<file path="src/rtl/core/vcmc_pkg.sv">
// ----------------------------------------------------------------------------
// vcmc_pkg
// Shared types and constants for the FIFO vertex cache miss counter.
// ----------------------------------------------------------------------------
`timescale 1ns / 1ps

package vcmc_pkg;

  localparam int unsigned CacheEntries = 32;
  localparam int unsigned PtrW         = $clog2(CacheEntries);
  localparam int unsigned TagW         = 32;
  localparam int unsigned CntW         = 32;
  localparam int unsigned Vc3W         = CntW + 2;
  localparam int unsigned Vc105W       = CntW + 7;
  localparam int unsigned QueueDepth   = 2;
  localparam int unsigned QPtrW        = $clog2(QueueDepth);
  localparam int unsigned QCntW        = $clog2(QueueDepth + 1);

  typedef struct packed {
    logic [TagW-1:0] vertex_index;
    logic            last_index;
  } vcmc_req_t;

  typedef struct packed {
    logic            was_hit;
    logic [CntW-1:0] miss_count;
    logic [CntW-1:0] index_count;
    logic            needs_reorder;
    logic            is_last;
  } vcmc_rsp_t;

  typedef struct packed {
    logic was_hit;
    logic is_last;
  } vcmc_cls_t;

  function automatic logic [CntW-1:0] sat_inc(input logic [CntW-1:0] v);
    sat_inc = (v == {CntW{1'b1}}) ? v : v + CntW'(1);
  endfunction

endpackage

</file>
<file path="src/rtl/core/vcmc_front.sv">
// ----------------------------------------------------------------------------
// vcmc_front
// Accepts indices, looks them up in the FIFO cache and classifies hit or miss.
// ----------------------------------------------------------------------------
`timescale 1ns / 1ps

module vcmc_front (
  input  logic                clk_i,
  input  logic                rst_ni,
  input  logic                in_valid_i,
  output logic                in_ready_o,
  input  vcmc_pkg::vcmc_req_t in_req_i,
  output logic                cls_valid_o,
  input  logic                cls_ready_i,
  output vcmc_pkg::vcmc_cls_t cls_o
);

  logic [vcmc_pkg::TagW-1:0]         tag_q [vcmc_pkg::CacheEntries];
  logic [vcmc_pkg::CacheEntries-1:0] valid_q, valid_d;
  logic [vcmc_pkg::PtrW-1:0]         ptr_q, ptr_d;
  logic [vcmc_pkg::CacheEntries-1:0] match;
  logic                              hit;
  logic                              accept;

  assign in_ready_o  = cls_ready_i;
  assign cls_valid_o = in_valid_i;
  assign accept      = in_valid_i && cls_ready_i;

  always_comb begin
    for (int n = 0; n < vcmc_pkg::CacheEntries; n++) begin
      match[n] = valid_q[n] && (tag_q[n] == in_req_i.vertex_index);
    end
  end

  assign hit = |match;
  assign cls_o.was_hit = hit;
  assign cls_o.is_last = in_req_i.last_index;

  always_comb begin
    valid_d = valid_q;
    ptr_d   = ptr_q;
    if (accept) begin
      if (!hit) begin
        valid_d[ptr_q] = 1'b1;
        ptr_d = (ptr_q == vcmc_pkg::PtrW'(vcmc_pkg::CacheEntries - 1)) ?
                '0 : ptr_q + vcmc_pkg::PtrW'(1);
      end
      if (in_req_i.last_index) begin
        valid_d = '0;
        ptr_d   = '0;
      end
    end
  end

  always_ff @(posedge clk_i or negedge rst_ni) begin
    if (!rst_ni) begin
      valid_q <= '0;
      ptr_q   <= '0;
    end else begin
      valid_q <= valid_d;
      ptr_q   <= ptr_d;
    end
  end

  always_ff @(posedge clk_i) begin
    if (accept && !hit) begin
      tag_q[ptr_q] <= in_req_i.vertex_index;
    end
  end

endmodule

</file>
<file path="src/rtl/core/vcmc_queue.sv">
// ----------------------------------------------------------------------------
// vcmc_queue
// Two-entry queue of classified requests between front and back.
// ----------------------------------------------------------------------------
`timescale 1ns / 1ps

module vcmc_queue (
  input  logic                clk_i,
  input  logic                rst_ni,
  input  logic                wr_valid_i,
  output logic                wr_ready_o,
  input  vcmc_pkg::vcmc_cls_t wr_data_i,
  output logic                rd_valid_o,
  input  logic                rd_ready_i,
  output vcmc_pkg::vcmc_cls_t rd_data_o
);

  vcmc_pkg::vcmc_cls_t        mem_q [vcmc_pkg::QueueDepth];
  logic [vcmc_pkg::QPtrW-1:0] wr_ptr_q, rd_ptr_q;
  logic [vcmc_pkg::QCntW-1:0] cnt_q;
  logic                       push, pop;

  assign wr_ready_o = (cnt_q != vcmc_pkg::QCntW'(vcmc_pkg::QueueDepth));
  assign rd_valid_o = (cnt_q != '0);
  assign rd_data_o  = mem_q[rd_ptr_q];
  assign push       = wr_valid_i && wr_ready_o;
  assign pop        = rd_valid_o && rd_ready_i;

  always_ff @(posedge clk_i or negedge rst_ni) begin
    if (!rst_ni) begin
      wr_ptr_q <= '0;
      rd_ptr_q <= '0;
      cnt_q    <= '0;
    end else begin
      if (push) begin
        wr_ptr_q <= (wr_ptr_q == vcmc_pkg::QPtrW'(vcmc_pkg::QueueDepth - 1)) ?
                    '0 : wr_ptr_q + vcmc_pkg::QPtrW'(1);
      end
      if (pop) begin
        rd_ptr_q <= (rd_ptr_q == vcmc_pkg::QPtrW'(vcmc_pkg::QueueDepth - 1)) ?
                    '0 : rd_ptr_q + vcmc_pkg::QPtrW'(1);
      end
      if (push && !pop) begin
        cnt_q <= cnt_q + vcmc_pkg::QCntW'(1);
      end else if (pop && !push) begin
        cnt_q <= cnt_q - vcmc_pkg::QCntW'(1);
      end
    end
  end

  always_ff @(posedge clk_i) begin
    if (push) begin
      mem_q[wr_ptr_q] <= wr_data_i;
    end
  end

endmodule

</file>
<file path="src/rtl/core/vcmc_back.sv">
// ----------------------------------------------------------------------------
// vcmc_back
// Saturating miss and index counters, end-of-mesh reorder test, s1 and output registers.
// ----------------------------------------------------------------------------
`timescale 1ns / 1ps

module vcmc_back (
  input  logic                      clk_i,
  input  logic                      rst_ni,
  input  logic                      cfg_valid_i,
  input  logic [vcmc_pkg::CntW-1:0] cfg_data_i,
  input  logic                      cls_valid_i,
  output logic                      cls_ready_o,
  input  vcmc_pkg::vcmc_cls_t       cls_i,
  output logic                      out_valid_o,
  input  logic                      out_ready_i,
  output vcmc_pkg::vcmc_rsp_t       out_rsp_o
);

  logic [vcmc_pkg::Vc3W-1:0]   vc3_q;
  logic [vcmc_pkg::Vc105W-1:0] vc105_q;
  logic                        vc_big_q;

  logic [vcmc_pkg::CntW-1:0]   miss_q, idx_q, miss_n, idx_n;

  logic                        s1_valid_q;
  logic                        s1_hit_q, s1_last_q;
  logic [vcmc_pkg::CntW-1:0]   s1_miss_q, s1_idx_q;

  logic                        out_valid_q;
  vcmc_pkg::vcmc_rsp_t         out_q;

  logic                        out_adv, s1_adv, take;
  logic [vcmc_pkg::Vc105W-1:0] miss100;
  logic                        reorder;

  assign out_adv     = !out_valid_q || out_ready_i;
  assign s1_adv      = !s1_valid_q || out_adv;
  assign cls_ready_o = s1_adv;
  assign take        = s1_adv && cls_valid_i;

  assign miss_n = cls_i.was_hit ? miss_q : vcmc_pkg::sat_inc(miss_q);
  assign idx_n  = vcmc_pkg::sat_inc(idx_q);

  assign miss100 = vcmc_pkg::Vc105W'(s1_miss_q) * vcmc_pkg::Vc105W'(100);
  assign reorder = s1_last_q && vc_big_q &&
                   ({1'b0, s1_idx_q, 1'b0} >= vc3_q) &&
                   (miss100 >= vc105_q);

  always_ff @(posedge clk_i or negedge rst_ni) begin
    if (!rst_ni) begin
      vc3_q    <= '0;
      vc105_q  <= '0;
      vc_big_q <= 1'b0;
    end else if (cfg_valid_i) begin
      vc3_q    <= vcmc_pkg::Vc3W'(cfg_data_i) * vcmc_pkg::Vc3W'(3);
      vc105_q  <= vcmc_pkg::Vc105W'(cfg_data_i) * vcmc_pkg::Vc105W'(105);
      vc_big_q <= (cfg_data_i >= vcmc_pkg::CntW'(2 * vcmc_pkg::CacheEntries));
    end
  end

  always_ff @(posedge clk_i or negedge rst_ni) begin
    if (!rst_ni) begin
      miss_q      <= '0;
      idx_q       <= '0;
      s1_valid_q  <= 1'b0;
      out_valid_q <= 1'b0;
    end else begin
      if (take) begin
        miss_q <= cls_i.is_last ? '0 : miss_n;
        idx_q  <= cls_i.is_last ? '0 : idx_n;
      end
      if (s1_adv) begin
        s1_valid_q <= cls_valid_i;
      end
      if (out_adv) begin
        out_valid_q <= s1_valid_q;
      end
    end
  end

  always_ff @(posedge clk_i) begin
    if (take) begin
      s1_hit_q  <= cls_i.was_hit;
      s1_last_q <= cls_i.is_last;
      s1_miss_q <= miss_n;
      s1_idx_q  <= idx_n;
    end
    if (out_adv && s1_valid_q) begin
      out_q.was_hit       <= s1_hit_q;
      out_q.miss_count    <= s1_miss_q;
      out_q.index_count   <= s1_idx_q;
      out_q.needs_reorder <= reorder;
      out_q.is_last       <= s1_last_q;
    end
  end

  assign out_valid_o = out_valid_q;
  assign out_rsp_o   = out_q;

endmodule

</file>
<file path="src/rtl/core/vertex_cache_miss_counter.sv">
// ----------------------------------------------------------------------------
// vertex_cache_miss_counter
// FIFO vertex cache simulation with miss counting and an end-of-mesh test.
// Throughput: one request per cycle (32 parallel tag compares in the front) while
// the queue has room; responses pass the queue, s1 and output registers.
// Reset: cache empty, counters and vertex count zero; ready from the first cycle.
// After a request marked last, cache and counters clear for the next mesh.
// ----------------------------------------------------------------------------
`timescale 1ns / 1ps

module vertex_cache_miss_counter (
  input  logic                      clk_i,
  input  logic                      rst_ni,
  input  logic                      cfg_valid_i,
  output logic                      cfg_ready_o,
  input  logic [vcmc_pkg::CntW-1:0] cfg_data_i,
  input  logic                      in_valid_i,
  output logic                      in_ready_o,
  input  vcmc_pkg::vcmc_req_t       in_req_i,
  output logic                      out_valid_o,
  input  logic                      out_ready_i,
  output vcmc_pkg::vcmc_rsp_t       out_rsp_o
);

  logic                cls_valid, cls_ready;
  vcmc_pkg::vcmc_cls_t cls;
  logic                q_valid, q_ready;
  vcmc_pkg::vcmc_cls_t q_data;

  assign cfg_ready_o = 1'b1;

  vcmc_front u_front (
    .clk_i       (clk_i),
    .rst_ni      (rst_ni),
    .in_valid_i  (in_valid_i),
    .in_ready_o  (in_ready_o),
    .in_req_i    (in_req_i),
    .cls_valid_o (cls_valid),
    .cls_ready_i (cls_ready),
    .cls_o       (cls)
  );

  vcmc_queue u_queue (
    .clk_i      (clk_i),
    .rst_ni     (rst_ni),
    .wr_valid_i (cls_valid),
    .wr_ready_o (cls_ready),
    .wr_data_i  (cls),
    .rd_valid_o (q_valid),
    .rd_ready_i (q_ready),
    .rd_data_o  (q_data)
  );

  vcmc_back u_back (
    .clk_i       (clk_i),
    .rst_ni      (rst_ni),
    .cfg_valid_i (cfg_valid_i),
    .cfg_data_i  (cfg_data_i),
    .cls_valid_i (q_valid),
    .cls_ready_o (q_ready),
    .cls_i       (q_data),
    .out_valid_o (out_valid_o),
    .out_ready_i (out_ready_i),
    .out_rsp_o   (out_rsp_o)
  );

endmodule

</file>
<file path="config.mk">
export PLATFORM = sky130hd
export DESIGN_NAME = vertex_cache_miss_counter
export DESIGN_NICKNAME = d
export VERILOG_FILES = /design/src/rtl/core/vcmc_pkg.sv /design/src/rtl/core/vcmc_front.sv /design/src/rtl/core/vcmc_queue.sv /design/src/rtl/core/vcmc_back.sv /design/src/rtl/core/vertex_cache_miss_counter.sv
export SDC_FILE = /design/constraint.sdc
export NUM_CORES = 2
export LEC_CHECK = 0
export BUFFER_PORTS_ARGS = -buffer_cell sky130_fd_sc_hd__buf_2
export CORE_MARGIN = 8
export CORE_UTILIZATION = 40
export DETAILED_ROUTE_END_ITERATION = 12
export PLACE_DENSITY = 0.56
export SYNTH_ARGS = -nofsm -noshare
export SYNTH_HDL_FRONTEND = slang
export SYNTH_SLANG_ARGS = --single-unit
</file>
<file path="constraint.sdc">
create_clock -name clk_i -period 13.5 [get_ports clk_i]
set_clock_uncertainty 0.05 [all_clocks]
set_input_delay 2.7 -clock clk_i [delete_from_list [all_inputs] [get_ports clk_i]]
set_output_delay 2.7 -clock clk_i [all_outputs]
set_load 0.02 [all_outputs]
</file>
==> impl_metrics.env <==
export IMPL_pwr_density_cell_nw_per_um2=185
export IMPL_postPlaceCellArea_sq_um=70300
export IMPL_cts_max_level=4
export IMPL_final_hold_viol_count=0
export IMPL_grt_util_all_layers=0.189
export IMPL_yosysWarningCount=0
export IMPL_place_hpwl_microns=113000
export IMPL_finalSetupViolCount=0
export IMPL_clkTransAtPathRegs_ns=0.05
export IMPL_vias_per_cell=5.19
export IMPL_tritoncts="yes"
export IMPL_fin_hold_ws_ns=0.394
export IMPL_vdd_ir_drop_max_mv=0.152
export IMPL_vias_in_the_first_global_route=39600
export IMPL_synth_async_sr_flop_share=0.134
export IMPL_design_area_sq_um=75200
export IMPL_synthesis_instances=5056
export IMPL_antenna_found_initial=8
export IMPL_synth_top_cell_by_area="edfxtp_1"
export IMPL_floorplan_io_pins=140
export IMPL_rsz0062_at_grt="false"
export IMPL_wl_met1_microns=76300
export IMPL_route_detailed_drc=0
export IMPL_detail_route_wl_per_cell_microns=22.9
export IMPL_setup_slack_ns=6.15
export IMPL_cts_root_buf="clkbuf_16"
export IMPL_largest_cells_by_area_after_synthesis="edfxtp_1, xor2_1, dfrtp_1, ha_1, fa_1"
export IMPL_cts_sink_count=1341
export IMPL_type_of_element_launching_the_critical_path="input port"
export IMPL_start_util=0.403
export IMPL_postCtsSetupBuffers=0
export IMPL_netlist_cell_type_count=80
export IMPL_post_route_min_period_ns=7.35
export IMPL_number_of_pins_with_negative_max_slew_slack_in_the_final_report=0
export IMPL_io_buffer_count=138
export IMPL_design_core_area_sq_um=167000
export IMPL_avgSynthCellArea_sq_um=13.3
export IMPL_slew_headroom=0.141
export IMPL_place_worst_setup_slack_ns=5.39
export IMPL_overflow=0
export IMPL_worstPathRequired_ns=13.92
export IMPL_wl_met2_microns=86300
export IMPL_ctsHoldBuffers=0
export IMPL_clock_path_buffers=3
export IMPL_gp_congestion=0.818
export IMPL_dr_max_layer_used="met4"
export IMPL_postRouteAntennaNets=0
export IMPL_drt_first_pass_iters=8
export IMPL_worst_setup_path_type="in2reg"
export IMPL_timing_hold_worst_class="reg2reg"
export IMPL_detail_route_iter0_violations=2969
export IMPL_synth_most_common_cell="edfxtp_1"
export IMPL_routed_wirelength_microns=174000
export IMPL_post_route_period_util=0.544
export IMPL_max_slew_worst_pin_slew_ns=1.29
export IMPL_timing_setup_tns_ns=0
export IMPL_maxCapViolCount=0
export IMPL_timing_fmax_ghz=0.136
export IMPL_routed_via_count=39300
export IMPL_floorplan_rows=150
export IMPL_post_synth_instance_area_sq_um=67300
export IMPL_outcome="finished, final reports clean"
export IMPL_grt_max_degree=82
export IMPL_number_of_synthesized_flops_with_an_enable_pin=1161
export IMPL_synth_seq_cells=1341
export IMPL_synth_cell_count_leaders="edfxtp_1, xor2_1, inv_1"
export IMPL_worst_skew_pair_latency_ns=0.81
export IMPL_synth_seq_area_share=0.585
export IMPL_cp_data_arrival_time_ns=7.77
export IMPL_cts_buffers_inserted=150
export IMPL_postSynthNetCount=5547
export IMPL_synth_top_cell_area_share=0.518
export IMPL_path_max_fanout=69
export IMPL_final_net_count=5736
export IMPL_floorplan_die_area_sq_um=182000
export IMPL_final_layout_size_suffix_gt1_frac=0.0889
export IMPL_cts_repair_resized=0
export IMPL_synthFlopType="edfxtp_1"
export IMPL_chipWidth_microns=426
export IMPL_met3WireLength_microns=7200
export IMPL_synthToLayoutAreaGrowth_pct=11.7
export IMPL_grt_pass1_wl_microns=259000
export IMPL_fp_dieH_microns=426
export IMPL_power_static_leakage_nw=29.2
export IMPL_timing_critical_path_to_type="register"
## logic make-up (layout without fill, tap and decap cells)
family / count (synthesis) / in the layout / synth area share
adders and majority gates: 421 / 421 / 0.0906
buffers and inverters: 679 / 990 / 0.0467
other: 1 / 6 / 0.0000557
and+or+nand+nor: 893 / 893 / 0.0707
DFF: 1341 / 1341 / 0.585
AOI/OAI and AO/OA: 533 / 533 / 0.0521
muxes: 22 / 22 / 0.00338
xor gates and xnor gates: 1166 / 1166 / 0.152
## area by class of cell
class / count / area [sq um]
Fill cell: 15100 / 92000
Clock inverter: 69 / 825
Antenna cell: 5 / 12.5
Inverter: 478 / 1800
Tap cell: 2204 / 2760
Timing Repair Buffer: 238 / 1560
Clock buffer: 205 / 4050
Sequential cell: 1341 / 39400
Multi-Input combinational cell: 3036 / 24800
## cells in the final DEF, fill, tap and decap left out, drive strengths merged, types with 79 or more instances in the layout
cell / n
a21oi: 107
buf: 237
clkbuf: 206
dfrtp: 180
edfxtp: 1161
fa: 111
ha: 310
inv: 482
nand2: 181
nand3: 92
nand4: 88
nor2: 104
nor3: 79
nor4: 226
o21ai: 154
xnor2: 204
xor2: 962
## critical path, cell delays in order
cell,delay (ns)
buf_4,0.52
buf_4,0.65
xor2_1,0.21
nor4_1,0.10
nand4_1,0.25
nor4_1,0.11
nor4_1,0.81
nand4_1,0.31
nor3_4,0.19
buf_4,0.60
and3_1,0.83
buf_4,0.40
## registers in the layout, indices dropped and copies added (netlist names)
signal and count:
u_front.tag_q 1024, u_back.out_rsp_o 67, u_back.vc105_q 39, u_back.vc3_q 33, u_back.idx_q 32, u_back.miss_q 32, u_back.s1_idx_q 32, u_back.s1_miss_q 32
u_front.valid_q 32, u_front.ptr_q 5, u_queue.mem_q 4, u_queue.cnt_q 2, u_back.out_valid_o 1, u_back.s1_hit_q 1, u_back.s1_last_q 1, u_back.s1_valid_q 1
u_back.vc_big_q 1, u_queue.rd_ptr_q 1, u_queue.wr_ptr_q 1
## final timing paths
kind / slack [ns] / cells past startpoint / startpoint / endpoint
worst min register to register: 0.39 / 0 / u_back.s1_hit_q / u_back.out_rsp_o[66]
worst min-delay path: 0.39 / 0 / u_back.s1_hit_q / u_back.out_rsp_o[66]
min in group asynchronous: 1.92 / 1 / rst_ni / u_back.miss_q[2]
max in group asynchronous: 10.05 / 2 / rst_ni / u_back.idx_q[0]
worst max register to register: 7.45 / 25 / u_back.s1_miss_q[6] / u_back.out_rsp_o[1]
worst max-delay path: 6.15 / 12 / in_req_i[8] / u_front.tag_q[21][12]
## layer usage
layer  global-route usage  vias up
met2                0.327      875
met4               0.0466        0
li1                     -    18300
met3               0.0265      233
met1                0.250    19900
met5                    0        -
## metrics by stage
stage,cells,total power [mW],util
final,7576,13.9,0.450
after global routing,7574,14.8,0.450
after CTS,7571,14.1,0.450
after detailed placement,7297,10.0,0.420
after global placement,7297,9.98,0.420
after floorplan,5056,8.63,-
## power by group
part / total, mW / internal, mW / leakage, nW / switching (mW)
clock network: 4.03 / 2.29 / 2.35 / 1.74
logic: 4.63 / 1.81 / 13.9 / 2.83
registers: 5.26 / 4.98 / 12.9 / 0.273
Note: power is estimated with default switching activity, not from simulation.
